File: src/hw/rtl/owbm_pkg.sv
// Shared types and constants for the 1-Wire bus master.
// No dependencies; imported by onewire_bus_master_unit, owbm_cfg, owbm_core and the testbench.
`default_nettype none
package owbm_pkg;

    // command codes carried by one input beat
    localparam logic [2:0] CMD_TICK  = 3'd0;
    localparam logic [2:0] CMD_RESET = 3'd1;
    localparam logic [2:0] CMD_WBYTE = 3'd2;
    localparam logic [2:0] CMD_RBYTE = 3'd3;
    localparam logic [2:0] CMD_WBIT  = 3'd4;
    localparam logic [2:0] CMD_RBIT  = 3'd5;

    // configuration register indexes
    localparam logic [2:0] REG_LOW_PULSE = 3'd0;
    localparam logic [2:0] REG_SAMPLE_PT = 3'd1;
    localparam logic [2:0] REG_SLOT      = 3'd2;
    localparam logic [2:0] REG_RECOVERY  = 3'd3;
    localparam logic [2:0] REG_RESET_LOW = 3'd4;
    localparam logic [2:0] REG_PRES_SMP  = 3'd5;

    localparam int unsigned CFG_IDX_W  = 3;
    localparam int unsigned CFG_DATA_W = 10;
    localparam int unsigned TMR_W      = 10;

    // ticks between presence samples
    localparam logic [TMR_W-1:0] PRESENCE_SPACING = 10'd8;

    // timing values after clamping to legal ranges
    typedef struct packed {
        logic [5:0]       low_pulse;
        logic [7:0]       slot;
        logic [7:0]       sample_pt;
        logic [5:0]       recovery;
        logic [TMR_W-1:0] reset_low;
        logic [6:0]       pres_smp;
    } t_timing;

    typedef struct packed {
        logic       drive_enable;
        logic       drive_level;
        logic       busy;
        logic       done;
        logic       presence;
        logic [7:0] read_data;
        logic       cmd_rejected;
    } t_res;

endpackage
`default_nettype wire

File: src/hw/rtl/onewire_bus_master_unit.sv
// Top level of the 1-Wire bus master: input register, config, sequencer.
// Depends on owbm_pkg, owbm_cfg and owbm_core.
//
//  channel | signals                                | direction
//  --------+----------------------------------------+----------
//  in      | i_in_valid/o_in_ready, cmd, data, line | into block
//  out     | o_out_valid/i_out_ready, result fields | out of block
//  cfg     | i_cfg_we, i_cfg_idx, i_cfg_data        | into block
//
// One beat per clock sustained while the output is not stalled; an accepted beat passes
// through the input register, then the sequencer step into the result register.
// Stalls on the output hold the result and the input register; the input
// side keeps taking a beat as long as its register empties in the same cycle.
// Synchronous active-low reset clears the sequencer and both valid flags.
`default_nettype none
module onewire_bus_master_unit
    import owbm_pkg::*;
(
    input  wire logic                  i_clk,
    input  wire logic                  i_rst_n,
    input  wire logic                  i_in_valid,
    output logic                       o_in_ready,
    input  wire logic [2:0]            i_cmd,
    input  wire logic [7:0]            i_data_in,
    input  wire logic                  i_line_level,
    output logic                       o_out_valid,
    input  wire logic                  i_out_ready,
    output logic                       o_drive_enable,
    output logic                       o_drive_level,
    output logic                       o_busy_res,
    output logic                       o_done_res,
    output logic                       o_presence,
    output logic [7:0]                 o_read_data,
    output logic                       o_cmd_rejected,
    input  wire logic                  i_cfg_we,
    input  wire logic [CFG_IDX_W-1:0]  i_cfg_idx,
    input  wire logic [CFG_DATA_W-1:0] i_cfg_data
);

    logic       r_in_vld;
    logic [2:0] r_cmd;
    logic [7:0] r_din;
    logic       r_line;
    logic       r_out_vld;
    logic       step;
    t_timing    timing;
    t_res       res;

    // advance when the result slot is free or being drained
    assign step       = r_in_vld && (!r_out_vld || i_out_ready);
    assign o_in_ready = !r_in_vld || step;

    always_ff @(posedge i_clk) begin
        if (!i_rst_n) begin
            r_in_vld  <= 1'b0;
            r_out_vld <= 1'b0;
        end else begin
            if (o_in_ready) begin
                r_in_vld <= i_in_valid;
            end
            if (step) begin
                r_out_vld <= 1'b1;
            end else if (i_out_ready) begin
                r_out_vld <= 1'b0;
            end
        end
    end

    always_ff @(posedge i_clk) begin
        if (o_in_ready && i_in_valid) begin
            r_cmd  <= i_cmd;
            r_din  <= i_data_in;
            r_line <= i_line_level;
        end
    end

    owbm_cfg u_cfg (
        .i_clk      (i_clk),
        .i_rst_n    (i_rst_n),
        .i_cfg_we   (i_cfg_we),
        .i_cfg_idx  (i_cfg_idx),
        .i_cfg_data (i_cfg_data),
        .o_timing   (timing)
    );

    owbm_core u_core (
        .i_clk        (i_clk),
        .i_rst_n      (i_rst_n),
        .i_step       (step),
        .i_cmd        (r_cmd),
        .i_data_in    (r_din),
        .i_line_level (r_line),
        .i_timing     (timing),
        .o_res        (res)
    );

    assign o_out_valid    = r_out_vld;
    assign o_drive_enable = res.drive_enable;
    assign o_drive_level  = res.drive_level;
    assign o_busy_res     = res.busy;
    assign o_done_res     = res.done;
    assign o_presence     = res.presence;
    assign o_read_data    = res.read_data;
    assign o_cmd_rejected = res.cmd_rejected;

endmodule
`default_nettype wire

File: src/hw/rtl/owbm_cfg.sv
// Configuration registers of the 1-Wire bus master and their clamping.
// Depends on owbm_pkg.
`default_nettype none
module owbm_cfg
    import owbm_pkg::*;
(
    input  wire logic                  i_clk,
    input  wire logic                  i_rst_n,
    input  wire logic                  i_cfg_we,
    input  wire logic [CFG_IDX_W-1:0]  i_cfg_idx,
    input  wire logic [CFG_DATA_W-1:0] i_cfg_data,
    output t_timing                    o_timing
);

    logic [5:0]       r_low_pulse;
    logic [6:0]       r_sample_pt;
    logic [7:0]       r_slot;
    logic [5:0]       r_recovery;
    logic [TMR_W-1:0] r_reset_low;
    logic [6:0]       r_pres_smp;

    always_ff @(posedge i_clk) begin
        if (!i_rst_n) begin
            r_low_pulse <= 6'd3;
            r_sample_pt <= 7'd12;
            r_slot      <= 8'd78;
            r_recovery  <= 6'd6;
            r_reset_low <= 10'd520;
            r_pres_smp  <= 7'd65;
        end else if (i_cfg_we) begin
            case (i_cfg_idx)
                REG_LOW_PULSE: r_low_pulse <= i_cfg_data[5:0];
                REG_SAMPLE_PT: r_sample_pt <= i_cfg_data[6:0];
                REG_SLOT:      r_slot      <= i_cfg_data[7:0];
                REG_RECOVERY:  r_recovery  <= i_cfg_data[5:0];
                REG_RESET_LOW: r_reset_low <= i_cfg_data;
                REG_PRES_SMP:  r_pres_smp  <= i_cfg_data[6:0];
                default: ;
            endcase
        end
    end

    logic [5:0] lp;
    logic [7:0] sl;
    logic [7:0] sp;

    always_comb begin
        lp = (r_low_pulse == 6'd0) ? 6'd1 : r_low_pulse;
        sl = (r_slot > {2'b00, lp}) ? r_slot : ({2'b00, lp} + 8'd1);
        sp = {1'b0, r_sample_pt};
        // keep the sample point inside the released part of the slot
        if (sp < {2'b00, lp}) begin
            sp = {2'b00, lp};
        end
        if (sp > (sl - 8'd1)) begin
            sp = sl - 8'd1;
        end
        o_timing.low_pulse = lp;
        o_timing.slot      = sl;
        o_timing.sample_pt = sp;
        o_timing.recovery  = r_recovery;
        o_timing.reset_low = (r_reset_low == '0) ? 10'd1 : r_reset_low;
        o_timing.pres_smp  = (r_pres_smp == 7'd0) ? 7'd1 : r_pres_smp;
    end

endmodule
`default_nettype wire

File: src/hw/rtl/owbm_core.sv
// Bus timing sequencer: one tick per step, state plus the result register.
// Depends on owbm_pkg.
`default_nettype none
module owbm_core
    import owbm_pkg::*;
(
    input  wire logic       i_clk,
    input  wire logic       i_rst_n,
    input  wire logic       i_step,
    input  wire logic [2:0] i_cmd,
    input  wire logic [7:0] i_data_in,
    input  wire logic       i_line_level,
    input  wire t_timing    i_timing,
    output t_res            o_res
);

    typedef enum logic [2:0] {
        PH_IDLE,
        PH_RST_LOW,
        PH_RST_WAIT,
        PH_SLOT,
        PH_RECOV
    } t_phase;

    t_phase           r_phase, n_phase;
    logic [2:0]       r_op, n_op;
    logic [TMR_W-1:0] r_tmr, n_tmr;
    logic [3:0]       r_bits, n_bits;
    logic [7:0]       r_shift, n_shift;
    logic [6:0]       r_samp, n_samp;
    logic             r_pres, n_pres;
    t_res             r_res, n_res;

    logic             is_cmd;
    logic             is_wr;
    logic             is_rd;
    logic [TMR_W-1:0] tmr_inc;

    always_comb begin
        n_phase = r_phase;
        n_op    = r_op;
        n_tmr   = r_tmr;
        n_bits  = r_bits;
        n_shift = r_shift;
        n_samp  = r_samp;
        n_pres  = r_pres;
        n_res   = '0;

        is_cmd = i_cmd inside {[CMD_RESET:CMD_RBIT]};

        if (r_phase != PH_IDLE) begin
            n_res.cmd_rejected = is_cmd;
        end else if (is_cmd) begin
            n_op  = i_cmd;
            n_tmr = '0;
            if (i_cmd == CMD_RESET) begin
                n_phase = PH_RST_LOW;
                n_pres  = 1'b0;
            end else begin
                n_phase = PH_SLOT;
                case (i_cmd)
                    CMD_WBYTE: begin n_shift = i_data_in; n_bits = 4'd8; end
                    CMD_WBIT: begin n_shift = {7'd0, i_data_in[0]}; n_bits = 4'd1; end
                    CMD_RBYTE: begin n_shift = 8'd0; n_bits = 4'd8; end
                    default: begin n_shift = 8'd0; n_bits = 4'd1; end
                endcase
            end
        end

        is_wr   = (n_op == CMD_WBYTE) || (n_op == CMD_WBIT);
        is_rd   = (n_op == CMD_RBYTE) || (n_op == CMD_RBIT);
        tmr_inc = n_tmr + 10'd1;

        case (n_phase)
            PH_RST_LOW: begin
                n_res.drive_enable = 1'b1;
                n_tmr = tmr_inc;
                if (tmr_inc >= i_timing.reset_low) begin
                    n_phase = PH_RST_WAIT;
                    n_tmr   = '0;
                    n_samp  = i_timing.pres_smp;
                end
            end
            PH_RST_WAIT: begin
                n_tmr = tmr_inc;
                if (tmr_inc >= PRESENCE_SPACING) begin
                    n_tmr = '0;
                    if (!i_line_level) begin
                        n_pres = 1'b1;
                    end
                    n_samp = n_samp - 7'd1;
                    if (n_samp == 7'd0) begin
                        n_res.done = 1'b1;
                    end
                end
            end
            PH_SLOT: begin
                if (n_tmr < {4'd0, i_timing.low_pulse}) begin
                    n_res.drive_enable = 1'b1;
                end else if (is_wr) begin
                    n_res.drive_enable = 1'b1;
                    n_res.drive_level  = n_shift[0];
                end else if (n_tmr == {2'd0, i_timing.sample_pt}) begin
                    n_shift = {i_line_level, n_shift[7:1]};
                end
                n_tmr = tmr_inc;
                if (tmr_inc >= {2'd0, i_timing.slot}) begin
                    n_tmr  = '0;
                    n_bits = n_bits - 4'd1;
                    if (is_wr) begin
                        n_shift = {1'b0, n_shift[7:1]};
                        if (i_timing.recovery != 6'd0) begin
                            n_phase = PH_RECOV;
                        end else if (n_bits == 4'd0) begin
                            n_res.done = 1'b1;
                        end
                    end else if (n_bits == 4'd0) begin
                        n_res.done = 1'b1;
                    end
                end
            end
            PH_RECOV: begin
                n_tmr = tmr_inc;
                if (tmr_inc >= {4'd0, i_timing.recovery}) begin
                    n_tmr = '0;
                    if (n_bits == 4'd0) begin
                        n_res.done = 1'b1;
                    end else begin
                        n_phase = PH_SLOT;
                    end
                end
            end
            default: n_phase = PH_IDLE;
        endcase

        if (n_res.done) begin
            if (is_rd) begin
                n_res.read_data = n_shift;
            end
            n_phase = PH_IDLE;
        end

        n_res.busy     = (n_phase != PH_IDLE);
        n_res.presence = n_pres;
    end

    // result register holds payload only, validity is tracked by the caller
    always_ff @(posedge i_clk) begin
        if (!i_rst_n) begin
            r_phase <= PH_IDLE;
            r_op    <= CMD_TICK;
            r_tmr   <= '0;
            r_bits  <= '0;
            r_shift <= '0;
            r_samp  <= '0;
            r_pres  <= 1'b0;
            r_res   <= '0;
        end else if (i_step) begin
            r_phase <= n_phase;
            r_op    <= n_op;
            r_tmr   <= n_tmr;
            r_bits  <= n_bits;
            r_shift <= n_shift;
            r_samp  <= n_samp;
            r_pres  <= n_pres;
            r_res   <= n_res;
        end
    end

    assign o_res = r_res;

endmodule
`default_nettype wire

File: config.mk
export PLATFORM = sky130hd
export DESIGN_NAME = onewire_bus_master_unit
export DESIGN_NICKNAME = d
export VERILOG_FILES = /design/src/hw/rtl/owbm_pkg.sv /design/src/hw/rtl/onewire_bus_master_unit.sv /design/src/hw/rtl/owbm_cfg.sv /design/src/hw/rtl/owbm_core.sv
export SDC_FILE = /design/constraint.sdc
export NUM_CORES = 1
export LEC_CHECK = 0
export BUFFER_PORTS_ARGS = -buffer_cell sky130_fd_sc_hd__buf_2
export CORE_UTILIZATION = 40
export DETAILED_ROUTE_END_ITERATION = 7
export SYNTH_ARGS = -nofsm -noshare
export SYNTH_HDL_FRONTEND = slang
export SYNTH_SLANG_ARGS = --single-unit
File: constraint.sdc
create_clock -name i_clk -period 13.6 [get_ports i_clk]
set_input_delay 1.36 -clock i_clk [delete_from_list [all_inputs] [get_ports i_clk]]
set_output_delay 1.36 -clock i_clk [all_outputs]
set_load 0.005 [all_outputs]
## Word-level counts from Yosys, hierarchy flattened

Cells that the tools add are included.

- Add/sub/neg operators: 5
- $lt $le $gt $ge: 10
- Equal/unequal tests: 20
- Muxes and demuxes: 70
- Reductions and logical operators: 29

Operators by type and width:

| cell | count |
|---|---|
| 8-bit two-way mux | 13 |
| 10-bit two-way mux | 7 |
| 10-bit one-hot mux with 4 select lines | 1 |
| 3-bit two-way mux | 11 |
| 7-bit two-way mux | 4 |
| 3-bit by 2-bit equality test with 1-bit output (second input constant) | 8 |
| 4-bit two-way mux | 6 |
| 1-bit two-way mux | 20 |
| 3-bit equality test (second input constant) | 6 |
| 8-bit one-hot mux with 2 select lines | 1 |
| 7-bit zero test | 2 |
| 7-bit one-hot mux with 2 select lines | 1 |
| 3-bit one-hot mux with 4 select lines | 1 |
| 2-bit AND reduction | 6 |
| 10-bit by 1-bit adder with 10-bit output (second input constant) | 1 |
| 10-bit by 8-bit equality test with 1-bit output | 1 |
| 10-bit >= comparator | 1 |
| 10-bit by 4-bit >= comparator with 1-bit output (second input constant) | 1 |
| 10-bit by 6-bit >= comparator with 1-bit output | 1 |
| 10-bit by 8-bit >= comparator with 1-bit output | 1 |
| 10-bit zero test | 1 |
| 10-bit by 6-bit less-than comparator with 1-bit output | 1 |
| 3-bit by 1-bit equality test with 1-bit output (second input constant) | 3 |
| 7-bit by 8-bit greater-than comparator with 1-bit output | 1 |
| 24 further kinds | 35 |

- Bits in registers: 107
- Input bits: 30
- Output and inout port bits: 16
- Word-level logic and storage cells: 158

## Depth between registers and ports, before layout

Gate-level depths: netlist (run 1).

- Word-level depth: 16
- Depth in mapped cells: 23

## Cells and area by module

From an unflattened synthesis (run 1), not the netlist that was laid out.

- Cell total of the unflattened synthesis: 907
- Area total of the unflattened synthesis: 7,244.4 µm²

Modules (own cells, without submodules):

| module | instances | cells an instance | area each (µm²) | sequential area each (µm²) |
|---|---|---|---|---|
| owbm_core | 1 | 526 | 3,972.6 | 980.9 |
| owbm_cfg | 1 | 360 | 2,807.7 | 880.8 |
| onewire_bus_master_unit | 1 | 21 | 464.2 | 400.4 |

## Worst setup path after synthesis (run 1)

Ideal clock, no wire load.

- Path type: register to register
- From: register u_cfg.r_low_pulse[5]
- To: register u_core.r_shift[2]
- Data arrival time: 5.087 ns
- Required time: 13.513 ns
- Setup slack: 8.426 ns
- Cell stages (with the launch flop): 21
- Buffers on the path: 2
- Cell sequence: dfxtp_1 or4_1 o21bai_1 ha_1 and4_2 clkbuf_4 nor2_1 clkbuf_1 nand2_1 o21a_1 ha_1 and4_1 nand4_1 o211ai_1 o21ba_2 o311a_1 or3_4 a211o_1 nor4_4 nor3_1 o31ai_1

- Cells in the longest elaborated chain, start to end: 14

Ends and longest elaborated chain:

| element | line | text |
|---|---|---|
| start, declared | owbm_cfg.sv:15 | `logic [5:0] r_low_pulse;` |
| start signal, assigned | owbm_cfg.sv:32 | `REG_LOW_PULSE: r_low_pulse <= i_cfg_data[5:0];` |
| 6-bit zero test | owbm_cfg.sv:48 | `lp = (r_low_pulse == 6'd0) ? 6'd1 : r_low_pulse;` |
| 6-bit two-way mux (*) | owbm_cfg.sv:48 |  |
| 8-bit by 6-bit greater-than comparator with 1-bit output or 6-bit by 1-bit adder with 7-bit output (tied branches) | owbm_cfg.sv:49 | `sl = (r_slot > {2'b00, lp}) ? r_slot : ({2'b00, lp} + 8'd1);` |
| 8-bit two-way mux | owbm_cfg.sv:49 |  |
| 8-bit by 1-bit subtractor with 8-bit output | owbm_cfg.sv:55, owbm_cfg.sv:56 |  |
| 7-bit by 8-bit greater-than comparator with 1-bit output | owbm_cfg.sv:55 | `if (sp > (sl - 8'd1)) begin` |
| 8-bit two-way mux | owbm_cfg.sv:55 |  |
| 10-bit by 8-bit equality test with 1-bit output | owbm_core.sv:103 | `end else if (n_tmr == {2'd0, i_timing.sample_pt}) begin` |
| 8-bit two-way mux | owbm_core.sv:103 |  |
| 8-bit two-way mux | owbm_core.sv:100 | `end else if (is_wr) begin` |
| 8-bit two-way mux | owbm_core.sv:98 | `if (n_tmr < {4'd0, i_timing.low_pulse}) begin` |
| 8-bit two-way mux | owbm_core.sv:110 | `if (is_wr) begin` |
| 8-bit two-way mux (*) | owbm_core.sv:107 | `if (tmr_inc >= {2'd0, i_timing.slot}) begin` |
| 8-bit two-way mux (*) | owbm_core.sv:74 | `case (n_phase)` |
| end signal, assigned | owbm_core.sv:163 | `r_shift <= n_shift;` |
| end, declared | owbm_core.sv:29 | `logic [7:0] r_shift, n_shift;` |

Every way passes the cells marked *; elsewhere a longest branch is shown, timed or not.
A chain may end at the register's enable or synchronous reset.

## Worst setup path after layout (run 1)

- From: register u_cfg.r_low_pulse[5]
- To: register u_core.r_shift[3]

The elaborated chain is that of the path after synthesis.

==> impl_results.md, run 1 <==
* Leakage at 0.003157 uW
* Final hold violation count at 0
* Vias in the first global route at 5990
* Final min period at 5.939 ns
* Num Clock Sinks at 107
* Largest net degree at the start of global routing at 52
* Htree depth at 3
* Crit start category: flop
* Antenna-violating nets left at 0
* Synth Register Bits at 107
* Nets at 999
* Syn_nets at 984
* Synthesized cell area at 7187 um2
* Worst Path Required at 13.88 ns
* Max-cap violations at 0
* Port bufs at 45
* Routed WL per cell at 16.92 um
* RSZ-0062 raised after global routing: false
* Final Power at 739.5 uW
* Power per cell area at 95.68 nW/um2
* Post-Syn Instances at 901
* Die height at 136.0 um
* Final number of setup-violating endpoints at 0
* CTS root buf: clkbuf_16
* Worst IR Drop VDD at 0.06903 mV
* Clock slew at reported path FFs at 0.08 ns
* Hold-fix buffers at CTS at 0
* CTS resizes at 0
* Global-route wire length before repair at 31580 um
* DPL Wire Length at 14400 um
* Die width at 136.0 um
* DIE AREA at 18510 um2
* Vias at 6543
* CTS Buf Count at 9
* Gpl congestion at 0.9120
* Crit Path Class: reg2reg
* Drt pass-1 iters at 7
* Area growth syn-to-layout at 7.538%
* Yosys cell types at 85
* CTS tree: built
* Core ar. at 17420 um2
* Worst-skew pair later-pin latency at 0.37 ns
* Period utilization at 43.67%
* Layout cells sized above 1 at 10.64%
* Min-Delay Path Class: reg2reg
* DRC Markers at 0
* Arrival time worst endpoint at 6.22 ns
* Ys async rst share at 0%
* Run status: completed
* Critical path cell sequence: or4_1, o21bai_1, ha_1, and4_2, nor2_1, mux2i_1, ha_1, or4_1, o211ai_1, a311oi_1, or4_1, nor4_1, a31oi_1, nor4_4, nor3_1, o31ai_1
* EDFF count, synth at 12
* Layout Skew at 0.009434 ns
* Slew headroom at 33.21%
* # rows at 48
* Starting Density at 41.26%
* Setup Fix Bufs, Post-CTS at 0
* Avg Cell Area, Syn at 7.977 um2
* Slowest cell delay on critical path at 0.60 ns
* Sequential-to-total area share from yosys stat at 31.48%
* Initial antenna violation count at 0
* DR iter-0 viols at 352
* Synth warn at 0
* Setup TNS at 0 ns
* DR vias/cell at 5.709
* Primary FF master, synth: dfxtp_1
* Total global routing overflow at 0
* Critical Path Fanout Max at 12
* N_diodes at 0
* Fmax at 168.4 MHz
* Crit-path most repeated cell: or4_1
* Actual slew at the worst max-slew pin at 0.9959 ns
* Fin. max-slew vios at 0
* CP Capture Type: flop
* Clock Path Buffers at 2
* I/O Pins at 46
* GR Util All Layers at 22.01%
* CP max stage cell: or4_1
* Total wire length at 19390 um
==> through the flow <==
| step | hold slack [ns] | setup slack, ns | instance area, um2 | cells | util [%] |
|---|---|---|---|---|---|
| finish | 0.4650 | 7.661 | 7729 | 1146 | 44.38 |
| global route | 0.4842 | 7.290 | 7729 | 1146 | 44.38 |
| floorplan | 0.4363 | 8.426 | 7187 | 901 | - |
| detailed placement | 0.4514 | 7.751 | 7426 | 1130 | 42.64 |
| CTS | 0.4689 | 7.756 | 7729 | 1146 | 44.38 |
| global placement | 0.4491 | 7.884 | 7426 | 1130 | 42.64 |
==> cells in the mapped netlist, drive strengths merged (18+ instances only) <==
cell	n	area [um2]
a21oi	76	380.4
nor3	21	105.1
clkbuf	40	244.0
ha	53	663.1
dfxtp	95	1902
o21ai	47	235.2
nand3	36	180.2
xnor2	18	157.7
nand2	119	451.7
nand2b	20	125.1
nor2	89	341.6
inv	41	153.9
==> cell families after synthesis <==
family | synth area share (%)
and+or+nand+nor | 24.50
AOI/OAI and AO/OA | 22.55
DFF | 31.48
buffers and inverters | 6.476
adders and majority gates | 9.227
xor gates and xnor gates | 3.534
muxes | 2.246
==> critical path: cells and delay by family, from the launching register on <==
kind	cells	cell delay [ns]
fa+ha+maj	2	0.56
flops	1	0.36
simple gates	8	3.27
compound gates	5	1.39
mux	1	0.27
==> state kept, by name, summed over array words and instances, names as in the netlist, 6 cells and up <==
name / flops
u_core.o_res: 13
u_cfg.r_reset_low: 10
u_core.r_tmr: 10
r_din: 8
u_cfg.r_slot: 8
u_core.r_shift: 8
u_cfg.r_pres_smp: 7
u_cfg.r_sample_pt: 7
u_core.r_samp: 7
u_cfg.r_low_pulse: 6
u_cfg.r_recovery: 6
==> per-layer routing <==
layer  share of wire (%)  vias to the layer above  track usage (%)
li1                    -                     3300                -
met1                  49                     3078            30.79
met2                  45                      140            34.29
met3                 3.9                       25            3.095
met4                 2.0                        0            7.716
met5                   0                        -                0
==> layout make-up <==
type / count / area [um2]
fillers: 1778 / 9688
multi-input cells: 706 / 4462
flip-flops and latches: 107 / 2262
well taps: 225 / 281.5
repair buffers: 50 / 262.8
clock buffers: 9 / 225.2
inverters: 42 / 157.7
clock inverters: 7 / 77.57
==> cell usage in the layout (no fill, tap or decap), types with 14 or more instances in the layout <==
| master | count |
|---|---|
| o21ai_0 | 46 |
| a21oi_1 | 76 |
| nand2_1 | 117 |
| inv_1 | 41 |
| nor3_1 | 21 |
| o211ai_1 | 14 |
| nand2b_1 | 20 |
| nor2_1 | 88 |
| o31ai_1 | 14 |
| buf_2 | 45 |
| mux2i_1 | 15 |
| nand3_1 | 36 |
| xnor2_1 | 18 |
| dfxtp_1 | 95 |
| ha_1 | 53 |
==> path summary, 6_finish.rpt <==
check / slack (ns) / start / to / cells past startpoint
worst max-delay path: 7.66 / u_cfg.r_low_pulse[5]$_SDFFE_PN0P_ / u_core.r_shift[3]$_SDFFE_PN0P_ / 16
worst min-delay path: 0.47 / u_core.o_res[0]$_SDFFE_PN0P_ / u_core.o_res[0]$_SDFFE_PN0P_ / 2
worst max register to register: 7.66 / u_cfg.r_low_pulse[5]$_SDFFE_PN0P_ / u_core.r_shift[3]$_SDFFE_PN0P_ / 16
worst min register to register: 0.47 / u_core.o_res[0]$_SDFFE_PN0P_ / u_core.o_res[0]$_SDFFE_PN0P_ / 2
==> power breakdown <==
part	leakage, uW	switching, uW	total [uW]	internal, uW
Combinational	0.00213	80.6	126	45.8
Sequential	0.000888	11.2	341	329
Clock	0.000141	128	273	144
Total	0.00316	220	740	519
No activity file was read; power rests on OpenSTA's default activity.
==> inputs of run 2 (changes only) <==
clock period = 4.8 ns   (was 13.6 ns; I/O delays follow)
==> impl_results.md, run 2 (synthesis gave the netlist of run 1 again) <==
* Die height at 136.0 um
* CTS tree: built
* Routed WL per cell at 16.64 um
* Port bufs at 45
* Fin. max-slew vios at 0
* RSZ-0062 raised after global routing: true
* CTS root buf: clkbuf_16
* Filler instances at 1727
* CP Capture Type: flop
* Largest net degree at the start of global routing at 40
* Vias in the first global route at 6313
* Worst IR Drop VDD at 0.2428 mV
* Arrival time worst endpoint at 4.99 ns
* Final hold violation count at 0
* Total wire length at 20350 um
* Post-layout instance count excluding filler cells at 1223
* Hold-fix buffers at CTS at 0
* Most frequent cells in the layout: nand2_1, dfxtp_1, nor2_1, buf_4, a21oi_1
* Crit Path Class: reg2reg
* Max reg flops at 13
* Crit start category: flop
* Starting Density at 41.26%
* Layout cells sized above 1 at 21.34%
* Antenna-violating nets left at 0
* Placed Cells at 1200
* Actual slew at the worst max-slew pin at 1.136 ns
* DRC Markers at 0
* Area of the multi-input gates at 4713 um2
* Max-cap violations at 0
* Global-route wire length before repair at 32980 um
* Run status: completed
* Final Power at 2164 uW
* CTS Buf Count at 9
* Worst-skew pair later-pin latency at 0.37 ns
* Num Clock Sinks at 107
* Drt pass-1 iters at 5
* DPL Wire Length at 15360 um
* Seq. cell area at 2266 um2
* Fin area at 8568 um2
* Clock Path Buffers at 2
* Critical Path Fanout Max at 7
* Die width at 136.0 um
* Gpl congestion at 0.9214
* Most common cell after layout, fill and taps aside: nand2_1
* Worst hold slack at 0.2826 ns
* DR vias/cell at 5.521
* Worst Path Required at 5.08 ns
* Total global routing overflow at 0
* Fmax at 212.1 MHz
* Final min period at 4.716 ns
* I/O Pins at 46
* Area growth syn-to-layout at 19.22%
* Nets at 1076
* Clock slew at reported path FFs at 0.08 ns
* Initial antenna violation count at 0
* Power per cell area at 252.5 nW/um2
* N_diodes at 0
* Core ar. at 17420 um2
* GR Util All Layers at 22.85%
* # rows at 48
* Period utilization at 98.25%
* DIE AREA at 18510 um2
* Leakage at 0.003557 uW
* Slew headroom at 23.69%
* Final Util at 49.20%
* Min-Delay Path Class: in2reg
* Layout Skew at 0.009713 ns
* Htree depth at 3
* Final number of setup-violating endpoints at 0
* Vias at 6752
* DR iter-0 viols at 421
* Placed Area at 8011 um2
## run 2: changes by cell type in the layout (fill, tap and decap cells not counted), sizes merged
cell / previous run / this run
buf: 50 / 127
## run 2: power breakdown
group	internal [uW]	switching (uW)	leakage (uW)
sequential	933	27.0	0.000890
combinational	179	256	0.00253
clock	407	361	0.000142
total	1520	644	0.00356
## run 2: metrics by stage
step                      setup WS, ns  setup TNS, ns
after floorplan              -0.004488       -0.03591
after global placement        -0.01511       -0.01854
after detailed placement      -0.04588        -0.1550
after CTS                     0.009967              0
after global routing           -0.2306         -2.432
final                          0.08418              0
## run 2: final cells by class
class                           count  share of cell area, %
Timing Repair Buffer              127                  9.901
Clock inverter                      7                 0.8908
Sequential cell                   107                  26.45
Tap cell                          225                  3.286
Multi-Input combinational cell    706                  55.01
Inverter                           42                  1.840
Clock buffer                        9                  2.629
## run 2: worst max-delay path, stage by stage, from the launching register on
cell and delay, ns:
dfxtp_2 0.33, or4_4 0.55, o21bai_4 0.13, ha_2 0.28
and4_2 0.24, nor2_4 0.13, nand2_2 0.08, xnor2_2 0.14
ha_1 0.21, or4_1 0.47, o211ai_1 0.35, buf_4 0.21
o21ba_4 0.13, o311a_1 0.15, o21ai_1 0.09, buf_4 0.17
a211oi_4 0.30, nand4_4 0.19, and3_4 0.23, o31ai_1 0.23
## run 2: what timing repair did
action,in CTS,in global routing
setup buffers,0,7
pin swaps,2,25
resized for setup,4,40
setup endpoints to repair,12,29
## run 2: worst paths after layout
check,slack [ns],cells after the start,endpoint,start
hold reg to reg,0.46,2,u_core.o_res[12]$_SDFFE_PN0P_,u_core.o_res[12]$_SDFFE_PN0P_
setup reg to reg,0.08,19,u_core.r_shift[0]$_SDFFE_PN0P_,u_cfg.r_low_pulse[5]$_SDFFE_PN0P_
setup / recovery,0.08,19,u_core.r_shift[0]$_SDFFE_PN0P_,u_cfg.r_low_pulse[5]$_SDFFE_PN0P_
hold / removal,0.28,1,r_din[3]$_DFFE_PP_,i_data_in[3]
## run 2: layer usage
metal | vias to the layer above | share of wire [%] | track usage (%)
met4 | 0 | 2.5 | 8.704
met2 | 128 | 46 | 36.63
li1 | 3430 | - | -
met3 | 33 | 3.5 | 2.535
met5 | - | 0 | 0
met1 | 3161 | 48 | 31.28
==> inputs of run 3 (changes only) <==
CORE_UTILIZATION = 25   (was 40)
CTS_BUF_LIST = sky130_fd_sc_hd__clkbuf_4 sky130_fd_sc_hd__clkbuf_8   (was not set)
==> impl_results.md, run 3 (synthesis gave the netlist of run 1 again) <==
* Initial antenna violation count at 0
* Actual slew at the worst max-slew pin at 0.8491 ns
* CP Capture Type: flop
* Routed WL per cell at 15.39 um
* Worst Path Required at 5.12 ns
* DRC Markers at 0
* Layout Skew at 0.01375 ns
* Antenna-violating nets left at 0
* Die height at 171.6 um
* Area growth syn-to-layout at 19.55%
* Clock Path Buffers at 2
* CTS tree: built
* Core ar. at 28010 um2
* DR iter-0 viols at 452
* Clock slew at reported path FFs at 0.12 ns
* Vias in the first global route at 6621
* Critical Path Fanout Max at 7
* CTS root buf: clkbuf_8
* Drt pass-1 iters at 8
* Gpl congestion at 0.9022
* RSZ-0062 raised after global routing: true
* Starting Density at 25.66%
* Global-route wire length before repair at 33920 um
* Fin area at 8592 um2
* Fmax at 209.2 MHz
* I/O Pins at 46
* Most frequent cells in the layout: nand2_1, dfxtp_1, nor2_1, a21oi_1, buf_4
* Run status: completed
* Worst-skew pair later-pin latency at 0.41 ns
* Slowest cell delay on critical path at 0.55 ns
* Max reg flops at 13
* Final hold violation count at 0
* Leakage at 0.003488 uW
* Setup TNS at 0 ns
* Vias at 6836
* # rows at 61
* Layout cells sized above 1 at 20.56%
* Num Clock Sinks at 107
* DIE AREA at 29430 um2
* Final Util at 30.67%
* Fin. max-slew vios at 0
* Final min period at 4.779 ns
* Min-Delay Path Class: in2reg
* Crit Path Class: reg2reg
* Htree depth at 3
* Most common cell after layout, fill and taps aside: nand2_1
* Placed Area at 8165 um2
* N_diodes at 0
* Total global routing overflow at 0
* Critical path cell sequence: or4_4, o21bai_4, ha_2, nor2b_1, o211ai_1, and2_4, nor2_4, mux2i_2, ha_2, or4_1, o211ai_1, buf_4, a211o_2, o311a_1, o21ai_2, buf_4, a211oi_4, nand4_4, and3_4, o31ai_2
* Total wire length at 21080 um
* Port bufs at 45
* Largest net degree at the start of global routing at 54
* DPL Wire Length at 15970 um
* Power per cell area at 238.8 nW/um2
* Post-layout instance count excluding filler cells at 1370
* Die width at 171.6 um
* Worst IR Drop VDD at 0.1666 mV
* GR Util All Layers at 14.76%
* Arrival time worst endpoint at 5.10 ns
* Period utilization at 99.57%
* Nets at 1070
* Slew headroom at 43.39%
* CTS Buf Count at 9
* Final number of setup-violating endpoints at 0
* DR vias/cell at 4.990
* CP max stage cell: or4_4
* Max-cap violations at 0
* Placed Cells at 1348
* Crit start category: flop
## run 3: final cells by class
class / instances / area, um2
fillers: 2986 / 19420
multi-input cells: 706 / 4662
flip-flops and latches: 107 / 2266
repair buffers: 121 / 803.3
well taps: 378 / 473.0
inverters: 42 / 157.7
clock buffers: 9 / 123.9
clock inverters: 7 / 106.4
## run 3: path summary, 6_finish.rpt
path / startpoint / slack (ns) / end / depth (start not counted)
worst max-delay path: u_cfg.r_low_pulse[3]$_SDFFE_PN0P_ / 0.02 / u_core.r_shift[0]$_SDFFE_PN0P_ / 20
worst min-delay path: i_data_in[0] / 0.25 / r_din[0]$_DFFE_PP_ / 1
worst max register to register: u_cfg.r_low_pulse[3]$_SDFFE_PN0P_ / 0.02 / u_core.r_shift[0]$_SDFFE_PN0P_ / 20
worst min register to register: u_core.o_res[12]$_SDFFE_PN0P_ / 0.46 / u_core.o_res[12]$_SDFFE_PN0P_ / 2
## run 3: where the power goes
part           leakage, uW  total, uW  switching (uW)  internal, uW
clock network     0.000117        659             354           304
registers         0.000890        960            26.2           934
logic              0.00248        433             259           174
total              0.00349       2050             639          1410
## run 3: stage by stage
step | hold slack (ns) | setup slack [ns] | power, uW
floorplan | 0.4363 | -0.004488 | 1250
global placement | 0.4442 | -0.03852 | 1377
detailed placement | 0.4461 | -0.1332 | 1382
CTS | 0.2189 | 0.02987 | 2046
global route | 0.2211 | -0.1964 | 2155
finish | 0.2456 | 0.02068 | 2052
## run 3: repair_timing
item                       CTS  global route
hold buffers                 0             0
cloned                       0             0
setup endpoints to repair   14            29
pin swaps                    5            16
resized for setup            9            28
setup buffers                2             4
## run 3: routing by layer
metal  vias to the layer above  part of all wire (%)  track usage (%)
met4                         0                   3.1            6.289
met5                         -                     0                0
met3                        43                   3.3            2.485
met2                       159                    49            25.22
li1                       3420                     -                -
met1                      3214                    45            18.17
## run 3: worst max-delay path: cells and delay by family (launching register included)
| family | cells | cell delay [ns] |
|---|---|---|
| mux | 1 | 0.15 |
| flops | 1 | 0.34 |
| buf+inv | 2 | 0.36 |
| simple gates | 7 | 1.83 |
| fa+ha+maj | 2 | 0.35 |
| compound gates | 8 | 1.65 |
